`config.mk`:
```
export PLATFORM = sky130hd
export DESIGN_NAME = dmc_fifo
export DESIGN_NICKNAME = d
export VERILOG_FILES = /design/src/rtl/dmc_pkg.sv /design/src/rtl/dmc_fifo.sv
export SDC_FILE = /design/constraint.sdc
export NUM_CORES = 1
export LEC_CHECK = 0
export BUFFER_PORTS_ARGS = -buffer_cell sky130_fd_sc_hd__buf_4
export CAP_MARGIN = 20
export CORE_ASPECT_RATIO = 1.4
export CORE_MARGIN = 3
export CORE_UTILIZATION = 46
export CTS_CLUSTER_DIAMETER = 30
export DETAILED_ROUTE_END_ITERATION = 16
export PLACE_DENSITY = 0.86
export SYNTH_ARGS = -nofsm -noshare
export SYNTH_HDL_FRONTEND = slang
export SYNTH_SLANG_ARGS = --single-unit
```
`constraint.sdc`:
```
create_clock -name clk_i -period 2.1 [get_ports clk_i]
set_input_delay 0.315 -clock clk_i [delete_from_list [all_inputs] [get_ports clk_i]]
set_output_delay 0.315 -clock clk_i [all_outputs]
set_load 0.02 [all_outputs]
```
`src/rtl/dmc_pkg.sv`:
```
// ----------------------------------------------------------------------------
// Direct-mapped read cache package
// Shared widths, defaults, command and register codes, and beat types.
// ----------------------------------------------------------------------------
package dmc_pkg;

  // Default geometry. All three must be powers of two.
  localparam int unsigned DefMemoryBytes = 4096;
  localparam int unsigned DefLineBytes   = 16;
  localparam int unsigned DefLineCount   = 8;

  localparam int unsigned AddrW      = 12;
  localparam int unsigned DataW      = 8;
  localparam int unsigned CountW     = 32;
  localparam int unsigned TagW       = 8;
  localparam int unsigned CfgIdxW    = 1;
  localparam int unsigned QueueDepth = 2;

  localparam logic CmdWrite = 1'b0;
  localparam logic CmdRead  = 1'b1;

  localparam logic [CfgIdxW-1:0] CfgHitCost     = 1'b0;
  localparam logic [CfgIdxW-1:0] CfgMissPenalty = 1'b1;

  localparam logic [DataW-1:0] HitCostReset     = 8'd1;
  localparam logic [DataW-1:0] MissPenaltyReset = 8'd20;

  typedef struct packed {
    logic             command;
    logic [AddrW-1:0] address;
    logic [DataW-1:0] write_data;
  } dmc_in_t;

  typedef struct packed {
    logic              hit;
    logic [DataW-1:0]  read_data;
    logic [CountW-1:0] access_total;
    logic [CountW-1:0] miss_total;
    logic [CountW-1:0] time_total;
  } dmc_out_t;

  // A classified request as it travels from the front end to the back end.
  typedef struct packed {
    logic    hit;
    dmc_in_t item;
  } dmc_req_t;

  typedef struct packed {
    logic [DataW-1:0] hit_cost;
    logic [DataW-1:0] miss_penalty;
  } dmc_cost_t;

endpackage

```
`src/rtl/dmc_fifo.sv`:
```
// ----------------------------------------------------------------------------
// Direct-mapped read cache request queue
// Short FIFO that decouples the front end from the back end.
// ----------------------------------------------------------------------------
module dmc_fifo import dmc_pkg::*; (
  input  logic     clk_i,
  input  logic     rst_ni,
  input  logic     push_valid_i,
  output logic     push_ready_o,
  input  dmc_req_t push_data_i,
  output logic     pop_valid_o,
  input  logic     pop_ready_i,
  output dmc_req_t pop_data_o
);

  localparam int unsigned PtrW = (QueueDepth > 1) ? $clog2(QueueDepth) : 1;
  localparam int unsigned CntW = $clog2(QueueDepth + 1);
  localparam logic [PtrW-1:0] LastPtr = PtrW'(QueueDepth - 1);

  dmc_req_t        entry_q [QueueDepth];
  logic [PtrW-1:0] wr_ptr_q, wr_ptr_d, rd_ptr_q, rd_ptr_d;
  logic [CntW-1:0] cnt_q, cnt_d;
  logic            push, pop;

  assign push_ready_o = (cnt_q != CntW'(QueueDepth));
  assign pop_valid_o  = (cnt_q != '0);
  assign pop_data_o   = entry_q[rd_ptr_q];
  assign push         = push_valid_i && push_ready_o;
  assign pop          = pop_valid_o && pop_ready_i;

  always_comb begin
    wr_ptr_d = wr_ptr_q;
    rd_ptr_d = rd_ptr_q;
    cnt_d    = cnt_q;
    if (push) begin
      wr_ptr_d = (wr_ptr_q == LastPtr) ? '0 : wr_ptr_q + 1'b1;
    end
    if (pop) begin
      rd_ptr_d = (rd_ptr_q == LastPtr) ? '0 : rd_ptr_q + 1'b1;
    end
    if (push && !pop) begin
      cnt_d = cnt_q + 1'b1;
    end else if (pop && !push) begin
      cnt_d = cnt_q - 1'b1;
    end
  end

  always_ff @(posedge clk_i or negedge rst_ni) begin
    if (!rst_ni) begin
      wr_ptr_q <= '0;
      rd_ptr_q <= '0;
      cnt_q    <= '0;
    end else begin
      wr_ptr_q <= wr_ptr_d;
      rd_ptr_q <= rd_ptr_d;
      cnt_q    <= cnt_d;
    end
  end

  always_ff @(posedge clk_i) begin
    if (push) begin
      entry_q[wr_ptr_q] <= push_data_i;
    end
  end

  a_count_bounded: assert property (@(posedge clk_i) disable iff (!rst_ni)
    cnt_q <= CntW'(QueueDepth))
    else $error("request queue holds more entries than it has");

endmodule

```
== Word level (Yosys, flattened, before mapping) ==
Memories as Yosys holds them, arrays and structs flattened.
Index checks and enable logic that the tools add are counted.
W data, S select, Z words.
Word-level totals
  flip-flop bits (word level): 4
  bits in writable memories: 44
  bits of input ports: 26
  output and inout bits: 24
  word-level logic and storage cells: 23
  memories: 1
Operators by class
  $add $sub $neg: 4
  equal/unequal tests: 1
  mux-type cells: 6
  reduce and logical (&&, ||, !) cells: 8
Memory list
  entry_q: depth 2, width 22, rd ports 1, clocked after memory_dff 0, write ports 1, RTL line dmc_fifo.sv:20  | dmc_req_t entry_q [QueueDepth];
Operators by type and width (number)
  $logic_and A1 B1 Y1: 4
  $mux W1: 4
  $mux W2: 2
  $reduce_bool A2 Y1: 2
  $add A1 B1 Y1 const B: 2
  $add A2 B1 Y2 const B: 1
  $logic_not A1 Y1: 2
  $ne A2 B2 Y1 const B: 1
  $sub A2 B1 Y2 const B: 1

== Longest topological paths before layout ==
  word-level depth: 6
  mapped depth: 7
  gate-level depth less buffers: 7

== Least setup slack after synthesis ==
OpenSTA, ideal clock, no wires.
  path type: register -> register
  from: register cnt_q[0]
  to: memory entry_q[0][0] in the netlist's numbering, enable pin
  setup time: 0.401 ns
  arrival: 1.741 ns
  data required time: 1.699 ns
  slack: -0.042 ns
  stages on the path, launching flop included: 4
  path buffers: 0
  period minus slack after synthesis: 2.142 ns
  path through: dfrtp_1 nand2b_1 nand2_1 nor2_1
On the way
  longest elaborated chain between the ends: 4
RTL lines
  from (decl): RTL line dmc_fifo.sv:22  | logic [CntW-1:0] cnt_q, cnt_d;
  from (signal assigned): RTL line dmc_fifo.sv:56  | cnt_q <= cnt_d;
  $ne A2 B2 Y1: RTL line dmc_fifo.sv:25  | assign push_ready_o = (cnt_q != CntW'(QueueDepth));
  named net push_ready_o: RTL line dmc_fifo.sv:9  | output logic push_ready_o,
  $logic_and A1 B1 Y1: RTL line dmc_fifo.sv:28  | assign push = push_valid_i && push_ready_o;
  $mux W1: RTL line dmc_fifo.sv:61  | if (push) begin
  $mux W1 (not written as such): RTL line dmc_fifo.sv:62  | entry_q[wr_ptr_q] <= push_data_i;
  to (decl): RTL line dmc_fifo.sv:20
The timed path passes the listed nets, and every way through them passes these cells.

==> results.json <==
{
  "rows": 26,
  "synthMuxAreaShare": 0.139,
  "hold_class": "in2reg",
  "path_max_fanout": 23,
  "grt.total_usage": 0.134,
  "synth_compound_area_frac": 0,
  "initial_utilization": 0.482,
  "yosysWarnings": 0,
  "period_minus_slack_ns": 1.77,
  "crit_arrival_ns": 1.46,
  "drt-initial-drc-count": 32,
  "synth_top_area_share": 0.739,
  "dieArea_mm2": 0.00468,
  "cts.repair.resized": 0,
  "antenna-diode-count": 0,
  "clock_path_buffers": 2,
  "synth_nets": 113,
  "total_power_mw": 3.27,
  "synth.area.top_cells": "edfxtp_1, mux2_2, dfrtp_1",
  "status": "completed",
  "cp.required_ns": 1.78,
  "seq_area_frac_synth": 0.795,
  "period_share": 0.844,
  "setup_viol": 0,
  "cts-root-buf": "clkbuf_8",
  "wl_per_cell_um": 15.2,
  "relSlewSlack": 0.802,
  "cts_buffers": 5,
  "post_cts_buffers": 0,
  "place_hpwl_mm": 1.98,
  "firstDrtPassIters": 4,
  "drt-total-wl_mm": 2.85,
  "cts-htree-levels": 2,
  "synth_xor_area_frac": 0.0245,
  "yosys.area.top_type": "edfxtp_1",
  "setup_tns_ns": 0,
  "tightest_slew_ns": 0.297,
  "drive_gt1_frac": 0.572,
  "peakVddDrop_v": 0.00124,
  "slew_violations": 0,
  "crit_path_end_kind": "output pin",
  "finalHoldViolCount": 0,
  "synth_top_family_by_area": "multiplexers",
  "die_w_um": 58.7,
  "port_buffers": 49,
  "route.vias.total": 917,
  "drc": 0,
  "clk-insertion-delay-late_ns": 0.29,
  "max_freq_mhz": 564,
  "r2r.worst_path.cells": 7,
  "synth_fa_ha_area_frac": 0.00700,
  "core_mm2": 0.00371,
  "synth_area_mm2": 0.00179,
  "p_leak_nw": 0.902,
  "area_growth_syn_to_layout_pct": 30.4,
  "grt_pass1_wl_mm": 4.33,
  "gp_congestion": 0.724,
  "cp-start-kind": "flip-flop",
  "critical_path_class": "reg2out",
  "power_density_mw_per_mm2": 1400,
  "clk_pin_slew_ns": 0.08,
  "fin_skew_ns": 0.00957,
  "yosys.area_share.simple": 0.0203,
  "io-pin-count": 50,
  "syn_area_per_cell_um2": 20.8,
  "fin_nets": 171,
  "grt-ovfl-total": 0,
  "cts.sinks": 48,
  "die_h_um": 79.8,
  "synth.distinct_cells": 14,
  "grt_antenna_before_repair": 0,
  "grt_max_degree": 24,
  "via_per_inst": 4.90,
  "grt_pass1_vias": 954,
  "max-cap-violations": 0,
  "cts_tree": "yes",
  "syn_inst": 86,
  "ys_ff_latch": 48,
  "ant_nets": 0,
  "hold_path_depth": 1,
  "rsz0062_at_grt": "false"
}
-- placed cells by master (no fill, tap or decap) --
master,netlist,layout
clkinv_4,0,1
nand2_2,1,1
nor2_2,0,1
mux2_2,22,22
xnor2_1,3,3
buf_4,0,52
nand2b_1,1,1
dlygate4sd3_1,0,1
edfxtp_1,44,44
or2_1,1,1
xor2_1,2,2
inv_1,1,1
clkbuf_8,0,5
clkinv_1,0,1
nor2_1,2,1
dfrtp_1,4,4
nand2_1,1,1
bufinv_16,0,1
ha_1,1,1
and3_1,1,1
-- through the flow --
stage                     hold WS [ns]  cell area, um^2   util  setup slack, ns  instances
after CTS                        0.183             2330  0.629            0.293        187
after floorplan                 0.0194             1790      -            0.312         86
after detailed placement         0.115             2210  0.596            0.557        178
final                            0.196             2330  0.629            0.327        187
after global routing             0.184             2330  0.629            0.221        187
after global placement           0.113             2210  0.596            0.656        178
-- cells in the mapped netlist --
cell type	n
edfxtp_1	44
mux2_2	22
dfrtp_1	4
xnor2_1	3
buf_6	2
nor2_1	2
xor2_1	2
and3_1	1
ha_1	1
inv_1	1
nand2_1	1
nand2_2	1
nand2b_1	1
or2_1	1
-- report_power, final --
group	internal [mW]	total, mW	switching, mW
clock	0.352	0.636	0.284
combinational	0.583	1.25	0.667
sequential	1.31	1.39	0.0718
-- cell families (layout without fill, tap and decap cells) --
kind of cell,Yosys count,after routing
flops,48,48
mux,22,22
simple gates,7,7
xor+xnor,5,5
buf+inv,3,62
fa+ha+maj,1,1
-- worst max-delay path, cell delays in order, from the launching register on --
cell and delay (ns):
dfrtp_1 0.33, buf_4 0.29, mux2_2 0.38, buf_4 0.16
-- layout make-up --
type                            count  area (um^2)
Clock buffer                        5         68.8
Clock inverter                      3         42.5
Fill cell                         293         1380
Inverter                            1         3.75
Multi-Input combinational cell     35          343
Sequential cell                    48         1420
Tap cell                           42         52.6
Timing Repair Buffer               53          400
-- flip-flops by register name (all words and copies together) (netlist names) --
signal and flops:
wr_ptr_q 1, entry_q 44, rd_ptr_q 1, cnt_q 2
-- metal layers --
layer  global-route usage  vias to the layer above  share of wire
met2                0.230                       38           0.55
met3               0.0518                        8          0.079
li1                     -                      440              -
met5                    0                        -              0
met4               0.0680                        0          0.022
met1                0.137                      431           0.35
-- worst paths after layout --
path                                            from                       to  slack [ns]
worst max-delay path            rd_ptr_q$_DFFE_PN0P_            pop_data_o[0]        0.33
max in group asynchronous                     rst_ni     rd_ptr_q$_DFFE_PN0P_        1.66
worst min register to register  cnt_q[1]$_DFFE_PN0P_     cnt_q[1]$_DFFE_PN0P_        0.50
min in group asynchronous                     rst_ni     wr_ptr_q$_DFFE_PN0P_        0.34
worst min-delay path                  push_data_i[5]  entry_q[1][5]$_DFFE_PP_        0.20
worst max register to register  cnt_q[0]$_DFFE_PN0P_     cnt_q[1]$_DFFE_PN0P_        0.55
-- repair_timing --
action,4_1_cts,5_1_grt
endpoints found under the hold margin,4,0
hold buffers,1,0
setup endpoints to repair,0,0
No activity file was read; power rests on OpenSTA's default activity.
