$ cat src/rtl/dmc_pkg.sv
// ----------------------------------------------------------------------------
// Direct-mapped read cache package
// Shared widths, defaults, command and register codes, and beat types.
// ----------------------------------------------------------------------------
package dmc_pkg;

  // Default geometry. All three must be powers of two.
  localparam int unsigned DefMemoryBytes = 4096;
  localparam int unsigned DefLineBytes   = 16;
  localparam int unsigned DefLineCount   = 8;

  localparam int unsigned AddrW      = 12;
  localparam int unsigned DataW      = 8;
  localparam int unsigned CountW     = 32;
  localparam int unsigned TagW       = 8;
  localparam int unsigned CfgIdxW    = 1;
  localparam int unsigned QueueDepth = 2;

  localparam logic CmdWrite = 1'b0;
  localparam logic CmdRead  = 1'b1;

  localparam logic [CfgIdxW-1:0] CfgHitCost     = 1'b0;
  localparam logic [CfgIdxW-1:0] CfgMissPenalty = 1'b1;

  localparam logic [DataW-1:0] HitCostReset     = 8'd1;
  localparam logic [DataW-1:0] MissPenaltyReset = 8'd20;

  typedef struct packed {
    logic             command;
    logic [AddrW-1:0] address;
    logic [DataW-1:0] write_data;
  } dmc_in_t;

  typedef struct packed {
    logic              hit;
    logic [DataW-1:0]  read_data;
    logic [CountW-1:0] access_total;
    logic [CountW-1:0] miss_total;
    logic [CountW-1:0] time_total;
  } dmc_out_t;

  // A classified request as it travels from the front end to the back end.
  typedef struct packed {
    logic    hit;
    dmc_in_t item;
  } dmc_req_t;

  typedef struct packed {
    logic [DataW-1:0] hit_cost;
    logic [DataW-1:0] miss_penalty;
  } dmc_cost_t;

endpackage

$ cat src/rtl/dmc_front.sv
// ----------------------------------------------------------------------------
// Direct-mapped read cache front end
// Accepts beats, looks up the tag store and classifies each read as hit or miss.
// ----------------------------------------------------------------------------
module dmc_front import dmc_pkg::*; #(
  parameter int unsigned MemoryBytes = DefMemoryBytes,
  parameter int unsigned LineBytes   = DefLineBytes,
  parameter int unsigned LineCount   = DefLineCount
) (
  input  logic     clk_i,
  input  logic     rst_ni,
  input  logic     in_valid_i,
  output logic     in_ready_o,
  input  dmc_in_t  in_data_i,
  output logic     push_valid_o,
  input  logic     push_ready_i,
  output dmc_req_t push_data_o
);

  localparam int unsigned MemAw = $clog2(MemoryBytes);
  localparam int unsigned OffW  = $clog2(LineBytes);
  localparam int unsigned IdxW  = $clog2(LineCount);

  logic                 s_valid_q, s_valid_d;
  dmc_in_t              s_item_q;
  logic [TagW-1:0]      tag_rdata_q;
  logic [TagW-1:0]      tag_mem [LineCount];
  logic [LineCount-1:0] line_valid_q, line_valid_d;

  logic             accept, push, fill_claim, s_hit;
  logic [MemAw-1:0] in_wrap, s_wrap;
  logic [IdxW-1:0]  in_line, s_line;
  logic [TagW-1:0]  s_tag;

  // One item at a time: the tag store is updated in the classify cycle,
  // before the next lookup is issued.
  assign in_ready_o = !s_valid_q;
  assign accept     = in_valid_i && in_ready_o;

  always_comb begin
    in_wrap = MemAw'(in_data_i.address);
    in_line = IdxW'(in_wrap >> OffW);
    s_wrap  = MemAw'(s_item_q.address);
    s_line  = IdxW'(s_wrap >> OffW);
    s_tag   = TagW'(s_wrap >> (OffW + IdxW));
    s_hit   = line_valid_q[s_line] && (tag_rdata_q == s_tag);
  end

  assign push       = s_valid_q && push_ready_i;
  assign fill_claim = push && (s_item_q.command == CmdRead) && !s_hit;

  assign push_valid_o = s_valid_q;
  assign push_data_o  = '{hit: s_hit, item: s_item_q};

  always_comb begin
    s_valid_d = s_valid_q;
    if (accept) begin
      s_valid_d = 1'b1;
    end else if (push) begin
      s_valid_d = 1'b0;
    end
    line_valid_d = line_valid_q;
    if (fill_claim) begin
      line_valid_d[s_line] = 1'b1;
    end
  end

  always_ff @(posedge clk_i or negedge rst_ni) begin
    if (!rst_ni) begin
      s_valid_q    <= 1'b0;
      line_valid_q <= '0;
    end else begin
      s_valid_q    <= s_valid_d;
      line_valid_q <= line_valid_d;
    end
  end

  always_ff @(posedge clk_i) begin
    if (accept) begin
      s_item_q    <= in_data_i;
      tag_rdata_q <= tag_mem[in_line];
    end
    if (fill_claim) begin
      tag_mem[s_line] <= s_tag;
    end
  end

  // A miss that leaves for the back end owns its line from the next cycle on.
  a_fill_marks_valid: assert property (@(posedge clk_i) disable iff (!rst_ni)
    fill_claim |=> line_valid_q[$past(s_line)])
    else $error("line not marked valid after a miss was issued");

endmodule

$ cat config.mk
export PLATFORM = sky130hd
export DESIGN_NAME = dmc_front
export DESIGN_NICKNAME = d
export VERILOG_FILES = /design/src/rtl/dmc_pkg.sv /design/src/rtl/dmc_front.sv
export SDC_FILE = /design/constraint.sdc
export NUM_CORES = 1
export LEC_CHECK = 0
export BUFFER_PORTS_ARGS = -buffer_cell sky130_fd_sc_hd__clkbuf_2
export CELL_PAD_IN_SITES_DETAIL_PLACEMENT = 0
export CELL_PAD_IN_SITES_GLOBAL_PLACEMENT = 1
export CORE_ASPECT_RATIO = 0.8
export CORE_MARGIN = 8
export CORE_UTILIZATION = 42
export CTS_CLUSTER_DIAMETER = 40
export CTS_CLUSTER_SIZE = 12
export DETAILED_ROUTE_END_ITERATION = 8
export HOLD_SLACK_MARGIN = 0.05
export PLACE_DENSITY_LB_ADDON = 0.05
export SYNTH_ARGS = -nofsm -noshare
export SYNTH_HDL_FRONTEND = slang
export SYNTH_SLANG_ARGS = --single-unit
$ cat constraint.sdc
create_clock -name clk_i -period 2.1 [get_ports clk_i]
set_input_delay 0.315 -clock clk_i [delete_from_list [all_inputs] [get_ports clk_i]]
set_output_delay 0.315 -clock clk_i [all_outputs]
set_load 0.05 [all_outputs]
# After elaboration in Yosys (flattened, before gate mapping)
# Memories as Yosys holds them, arrays and structs flattened. A register that Yosys moved wholly into a read port is not among the register bits.
# Cells that the tools add are included.
[totals] ff_bits=38 in_bits=25 output_inout_bits=24 romBits=0 ramBits=40 latchBits=0 memories=1 wordCells=28
[memory_table] memory="tag_mem" depth=8 width=5 rd=1 rd_clocked_by_memory_dff=1 wr=1 line_no="dmc_front.sv:27" source="logic [TagW-1:0] tag_mem [LineCount];"
[classes] n_addsub=0 n_shift=0 div_mod_pow=0 bitwise_logic=1 n_eq_ne=1 n_lt_le_gt_ge=2 multipliers=0 n_reduce_logical=9 n_mux=8
[op_table] op="$eq A8 B5 Y1" n=1
[op_table] op="$or A8 B8 Y8" n=1
[op_table] op="$logic_and A1 B1 Y1" n=6
[op_table] op="$mux W1" n=6
[op_table] op="$lt A3 B4 Y1 const B" n=1
[op_table] op="$bmux W1 S3" n=1
[op_table] op="$demux W1 S3" n=1
[op_table] op="$ge A3 B1 Y1 const B" n=1
[op_table] op="$logic_not A1 Y1" n=2
[op_table] op="$reduce_bool A2 Y1" n=1

# Depth between registers and ports, before layout
# Gate-level depths: netlist of the first run.
[logic_depth] depth_word=7 ltp_mapped=5 mapped_depth_nobuf=4

# Least setup slack after synthesis of the first run
# OpenSTA, ideal clock, no wires.
[synth_timing] path_type="register -> register" startpoint="register s_valid_q (netlist: push_valid_o)" endpoint="register s_item_q (netlist bit push_data_o[0]), enable pin" setup_slack_ns=-0.167 t_arrival_ns=1.854 stages_incl_launch_ff=2 path_buffers=0 cell_sequence="dfrtp_1 nor2b_1"
[synth_between] elab_chain_cells=2
[synth_rtl] element="from (decl)" line_no="dmc_front.sv:24" source="logic s_valid_q, s_valid_d;"
[synth_rtl] element="from (signal assigned)" line_no="dmc_front.sv:73" source="s_valid_q <= s_valid_d;"
[synth_rtl] element="$logic_not A1 Y1" line_no="dmc_front.sv:37" source="assign in_ready_o = !s_valid_q;"
[synth_rtl] element="$logic_and A1 B1 Y1" line_no="dmc_front.sv:38" source="assign accept = in_valid_i && in_ready_o;"
[synth_rtl] element="via accept" line_no="dmc_front.sv:30" source="logic accept, push, fill_claim, s_hit;"
[synth_rtl] element="to (signal assigned)" line_no="dmc_front.sv:80" source="s_item_q <= in_data_i;"
[synth_rtl] element="to (decl)" line_no="dmc_front.sv:25" source="dmc_in_t s_item_q;"
# The timed path passes the listed nets, and every way through them passes these cells.
# A chain may end at the register's enable or synchronous reset.

==> summary.md, run 1 <==
| Metric | Value |
|---|---|
| Post-DP HPWL | 4380 um |
| Placed cell count | 286 |
| Max H-tree Level | 3 |
| Max Buffers Root-to-Sink | 2 |
| Drt wl/cell | 19.3 um |
| Count leader, synth | edfxtp_1 |
| Area post-placement | 3290 um2 |
| Remaining antenna violation count after routing | 0 |
| DR WL met2 | 2760 um |
| Highest metal used | met4 |
| Final Util | 53.8% |
| WHS Path Cells | 1 |
| PwrDens | 905 nW/um2 |
| Fmax | 467 MHz |
| Routability cong. | 0.809 |
| Startpoint types | flip-flop |
| Drt pass-1 iters | 4 |
| GRT overflow | 0 |
| Layout area overhead | 26.7% |
| TritonCTS clock tree | yes |
| Top post-synthesis cells by count | 66 x edfxtp_1, 11 x nor2_1, 10 x mux4_2, 9 x dfrtp_1, 8 x o21bai_1 |
| Most area-consuming cells after synthesis | edfxtp_1 69%, dfrtp_1 7.9%, mux4_2 7.9% |
| Die Area | 9710 um2 |
| VDD IR max | 0.483 mV |
| Worst setup EP type | output pin |
| CTS sink count | 75 |
| Largest net degree at the start of global routing | 28 |
| Total negative slack | -0.0409 ns |
| Ys flop type | edfxtp_1 |
| Synth warn | 0 |
| Worst reg-to-reg setup slack | 0.04 ns |
| Worst slew pin tran | 0.460 ns |
| Final Hold Fails | 0 |
| Global Route Usage Sum | 13.7% |
| Slack of the critical path | -0.0409 ns |
| Ant diodes | 0 |
| Clock Pin Slew Worst Setup and Hold Paths | 0.07 ns |
| DR iter-0 viols | 53 |
| Clock insertion delay at the later pin of the skew report | 0.35 ns |
| Hold EP | s_wrap[11] |
| Distinct cells, synth | 24 |
| Hold Crit Class | input port to flip-flop |
| Post-synth EDFFs | 66 |
| DRC viols | 0 |
| Via density | 4.89 |
| Worst Clk Skew | 0.00852 ns |
| Design Area, Final | 3620 um2 |
| Seq cells post-synth | 75 |
| I/O Buffers | 48 |
| Max Cap Violations | 0 |
| Final period util | 102% |
| IO Pins | 49 |
| Die Wd | 108 um |
| Core Region | 6720 um2 |
| Failing checks | negative setup slack |
| Initial Utilization | 42.5% |
| Leakage power | 1.35 nW |
| Die height | 89.7 um |
| Synth Instances | 144 |
| CP Data Required Time | 1.78 ns |
| Post-Syn Nets | 169 |
| Post-Syn Area per Cell | 19.8 um2 |
| Initial antenna violation count | 0 |
| Setup Viol. Count Final | 1 |
| Routed via count | 1530 |
| Max-slew headroom | 69.2% |
| Worst EP arrival | 1.83 ns |
| Worst-path fanout max | 7 |
| Final nets | 246 |
| Vias in the first global route | 1710 |
| CTS Buf Count | 9 |
| Met1 wire length | 2770 um |
| Final Max Slew Viols | 0 |
| Syn Std Cell Area | 2850 um2 |
| R2r endpoint | tag_mem[0][4] |
| Seq/Total Area, Yosys | 77.3% |
| Cell Rows | 27 |
| Worst reg2reg path depth | 5 |
| Met3 routed WL | 437 um |
| Final instance count without filler cells | 313 |
| Critical path class | flip-flop to output pin |
| Unrepaired setup endpoints after global routing | true |
| Status | finished with violations |
| Synth async-reset ratio | 12.0% |
| Root Buffer | clkbuf_8 |
| Min cycle time layout | 2.14 ns |
| First-pass GRT wire length | 9560 um |
| Synth top area share | 69.4% |
| Worst R2R Start | s_wrap[4] |
| Total wire length | 6050 um |
| Yosys top cell by area | edfxtp_1 |
| Worst hold path startpoint | in_data_i[19] |
| Layout cell share with drive strength beyond 1 | 50.4% |
## worst max-delay path by stage
stage               startpoint  depth (start not counted)         endpoint  slack (ns)
floorplan            s_wrap[5]                          5    tag_mem[6][0]       -0.16
global route         s_wrap[5]                          6  push_data_o[21]       -0.11
global placement     s_wrap[5]                          5    tag_mem[0][1]        0.07
detailed placement   s_wrap[5]                          5    tag_mem[0][3]       -0.03
finish               s_wrap[4]                          5  push_data_o[21]       -0.04
CTS                  s_wrap[4]                          5  push_data_o[21]       -0.05
## area by class of cell
cell class / instances / area (um2)
inverter: 3 / 11.3
timing repair buffer: 70 / 450
clock buffer: 10 / 128
fill: 560 / 3110
multi-input combinational: 62 / 654
tap: 87 / 109
sequential: 75 / 2210
clock inverter: 6 / 56.3
## report_power, final
group          switching [mW]  internal, mW
sequential             0.0584          1.74
clock                   0.503         0.538
combinational           0.268         0.169
total                   0.830          2.44
## state kept, by name (all words and copies together) (netlist names)
register / cells
tag_rdata_q: 5
push_data_o: 9
s_wrap: 12
line_valid_q: 8
tag_mem: 40
push_valid_o: 1
## cells by family after synthesis
logic type,count (synthesis),share of synthesized area [%]
DFF,75,77.3
and+or+nand+nor,27,4.56
muxes,17,10.8
AOI/OAI and AO/OA,13,4.43
buffers and inverters,7,1.36
xor gates and xnor gates,5,1.53
## cell usage in the layout, fill, tap and decap left out, types with 2 or more instances in the layout
master,netlist,routed
mux4_2,10,10
nor2_4,0,2
clkbuf_2,0,47
buf_4,1,16
nor2_1,11,6
nand3_1,4,3
buf_12,0,2
inv_1,3,3
o21bai_1,8,8
clkinv_2,0,3
a31oi_2,0,2
mux2_2,6,5
buf_6,1,4
nor2_2,0,3
mux2_4,1,2
edfxtp_1,66,66
clkbuf_8,0,9
xnor2_1,5,5
dfrtp_1,9,9
nand2_1,7,7
## critical path, stage by stage, from the launching register on
cell	delay, ns
edfxtp_1	0.49
mux2_4	0.34
a32oi_2	0.22
a311oi_4	0.13
buf_12	0.16
buf_12	0.14
## through the flow
stage	setup slack (ns)	power (mW)	hold slack, ns
floorplan	-0.157	2.09	0.0194
global placement	0.0703	2.23	0.182
detailed placement	-0.0293	2.24	0.187
CTS	-0.0537	3.30	0.119
global route	-0.115	3.39	0.121
finish	-0.0409	3.27	0.139
## metal layers
metal	up-vias	track usage, %
li1	718	-
met1	741	17.5
met2	61	19.7
met3	10	5.85
met4	0	5.54
met5	-	0
## timing repair
| action | 4_1_cts | 5_1_grt |
|---|---|---|
| endpoints found under the setup margin | 14 | 41 |
| pin swaps | 1 | 0 |
| hold buffers | 1 | 0 |
| buffers inserted | 9 | 1 |
| endpoints found under the hold margin | 9 | 0 |
| resized for setup | 7 | 9 |
| gates cloned | 0 | 0 |
Note: power is estimated with default switching activity, not from simulation.
==> run 2: changes to the inputs <==
--- a/config.mk
+++ b/config.mk
@@ -16,6 +16,7 @@
 export DETAILED_ROUTE_END_ITERATION = 8
 export HOLD_SLACK_MARGIN = 0.05
 export PLACE_DENSITY_LB_ADDON = 0.05
+export REMOVE_ABC_BUFFERS = 1
 export SYNTH_ARGS = -nofsm -noshare
 export SYNTH_HDL_FRONTEND = slang
 export SYNTH_SLANG_ARGS = --single-unit
==> summary.md, run 2 (synthesized netlist as in run 1, its figures left out) <==
| Metric | Value |
|---|---|
| Max H-tree Level | 3 |
| Root Buffer | clkbuf_8 |
| Initial Utilization | 42.5% |
| Clock Pin Slew Worst Setup and Hold Paths | 0.07 ns |
| Cell Rows | 27 |
| Clock power frac | 34.0% |
| Pre-CTS setup slack | 0.0147 ns |
| Max Cap Violations | 0 |
| Post-DP HPWL | 4260 um |
| DR iter-0 viols | 57 |
| Startpoint types | flip-flop |
| Remaining antenna violation count after routing | 0 |
| Most common cell after layout, fill and taps aside | edfxtp_1 |
| Setup Viol. Count Final | 1 |
| Vias in the first global route | 1766 |
| Max-slew headroom | 72.9% |
| Die Wd | 108 um |
| Core Region | 6720 um2 |
| Unrepaired setup endpoints after global routing | true |
| CP max stage delay | 0.48 ns |
| First-pass GRT wire length | 9350 um |
| Largest net degree at the start of global routing | 28 |
| Global Route Usage Sum | 12.9% |
| Ant diodes | 0 |
| Worst setup EP type | output pin |
| Failing checks | negative setup slack |
| Drt wl/cell | 18.5 um |
| Int Pwr | 2.56 mW |
| Worst slew pin tran | 0.406 ns |
| Final period util | 104% |
| Combinational power share | 13.0% |
| TritonCTS clock tree | yes |
| Die height | 89.7 um |
| Fmax | 460 MHz |
| Hold_ws | 0.150 ns |
| Layout cell share with drive strength beyond 1 | 49.3% |
| Worst Clk Skew | 0.00490 ns |
| CP Data Required Time | 1.78 ns |
| Routed via count | 1541 |
| Design Area, Final | 3620 um2 |
| Total negative slack | -0.0761 ns |
| Crit-path cells | buf_4 > and4_2 > a31oi_2 > a311oi_4 > buf_6 > buf_12 |
| Largest register by flop count | tag_mem |
| CTS Buf Count | 9 |
| Layout area overhead | 27.0% |
| I/O Buffers | 48 |
| Status | finished with violations |
| Crit-path slowest cell | edfxtp_1 |
| Max reg flops | 40 |
| DRC viols | 0 |
| Critical path buffers and inverters | 3 |
| Initial antenna violation count | 0 |
| Seq pwr share | 53.0% |
| Routability cong. | 0.797 |
| Final Hold Fails | 0 |
| Critical path class | flip-flop to output pin |
| IO Pins | 49 |
| Hold Crit Class | input port to flip-flop |
| Leakage power | 1.37 nW |
| Final nets | 250 |
| Min cycle time layout | 2.18 ns |
| Cell family with most CP delay | flip-flops |
| Drt pass-1 iters | 4 |
| Register Area | 2210 um2 |
| Total wire length | 5860 um |
| Area of the multi-input gates | 634 um2 |
| Most frequent cells in the layout | 66 x edfxtp_1, 47 x clkbuf_2, 22 x buf_4 |
| PwrDens | 933 nW/um2 |
| Worst EP arrival | 1.86 ns |
| Via density | 4.88 |
| Clock insertion delay at the later pin of the skew report | 0.34 ns |
| Area post-placement | 3310 um2 |
| FILL cells | 574 |
| Max Buffers Root-to-Sink | 2 |
| GRT overflow | 0 |
| VDD IR max | 0.648 mV |
| Final Max Slew Viols | 0 |
| Switch Pwr | 0.818 mW |
| Sw Share | 24.2% |
| CTS sink count | 75 |
| Slack of the critical path | -0.0761 ns |
| Die Area | 9710 um2 |
| Worst-path fanout max | 7 |
[run 2: cell count changes in the layout (fill, tap and decap cells not counted), moves of 2 or more]
cell    delta
buf_4      +6
nor2_4     -2
buf_6      -2
nor2_1     +3
[run 2: final cells by class]
type | count | share of cell area (%)
tap | 87 | 3.00
clock inverter | 5 | 2.17
sequential | 75 | 60.9
inverter | 3 | 0.311
timing repair buffer | 74 | 12.6
clock buffer | 10 | 3.52
multi-input combinational | 62 | 17.5
[run 2: metrics by stage]
stage	util, %	total power [mW]	cells
after global routing	53.9	3.51	316
after CTS	53.6	3.42	314
after detailed placement	49.3	2.24	291
final	53.9	3.38	316
after floorplan	-	2.09	140
after global placement	49.3	2.23	291
[run 2: worst paths after layout]
check / startpoint / endpoint / slack (ns) / cells after the start
max: s_wrap[5] / push_data_o[21] / -0.08 / 6
max reg2reg: s_wrap[5] / tag_mem[0][4] / 0.01 / 8
min: in_data_i[17] / s_wrap[9] / 0.15 / 1
min in group asynchronous: rst_ni / line_valid_q[7] / 0.37 / 2
min reg2reg: line_valid_q[4] / line_valid_q[4] / 0.50 / 1
max in group asynchronous: rst_ni / line_valid_q[3] / 1.53 / 2
[run 2: what timing repair did]
item | 4_1_cts | 5_1_grt
setup buffers | 7 | 2
gates cloned | 0 | 0
setup endpoints to repair | 6 | 37
pin swaps | 2 | 1
gates resized for setup | 5 | 2
hold endpoints to repair | 9 | 0
hold buffers | 1 | 0
[run 2: metal layers]
metal | up-vias | global-route usage, % | routed length (um)
li1 | 727 | - | -
met4 | 0 | 4.15 | 82
met3 | 8 | 6.13 | 429
met1 | 747 | 16.2 | 2610
met5 | - | 0 | 0
met2 | 59 | 19.1 | 2740
[run 2: power by group through the flow]
| stage | sequential [mW] | combinational [mW] | clock [mW] |
|---|---|---|---|
| final | 1.79 | 0.439 | 1.15 |
| after global routing | 1.80 | 0.468 | 1.24 |
| after floorplan | 1.92 | 0.163 | 0 |
| after global placement | 1.82 | 0.404 | 0 |
| after CTS | 1.79 | 0.440 | 1.19 |
| after detailed placement | 1.82 | 0.411 | 0 |
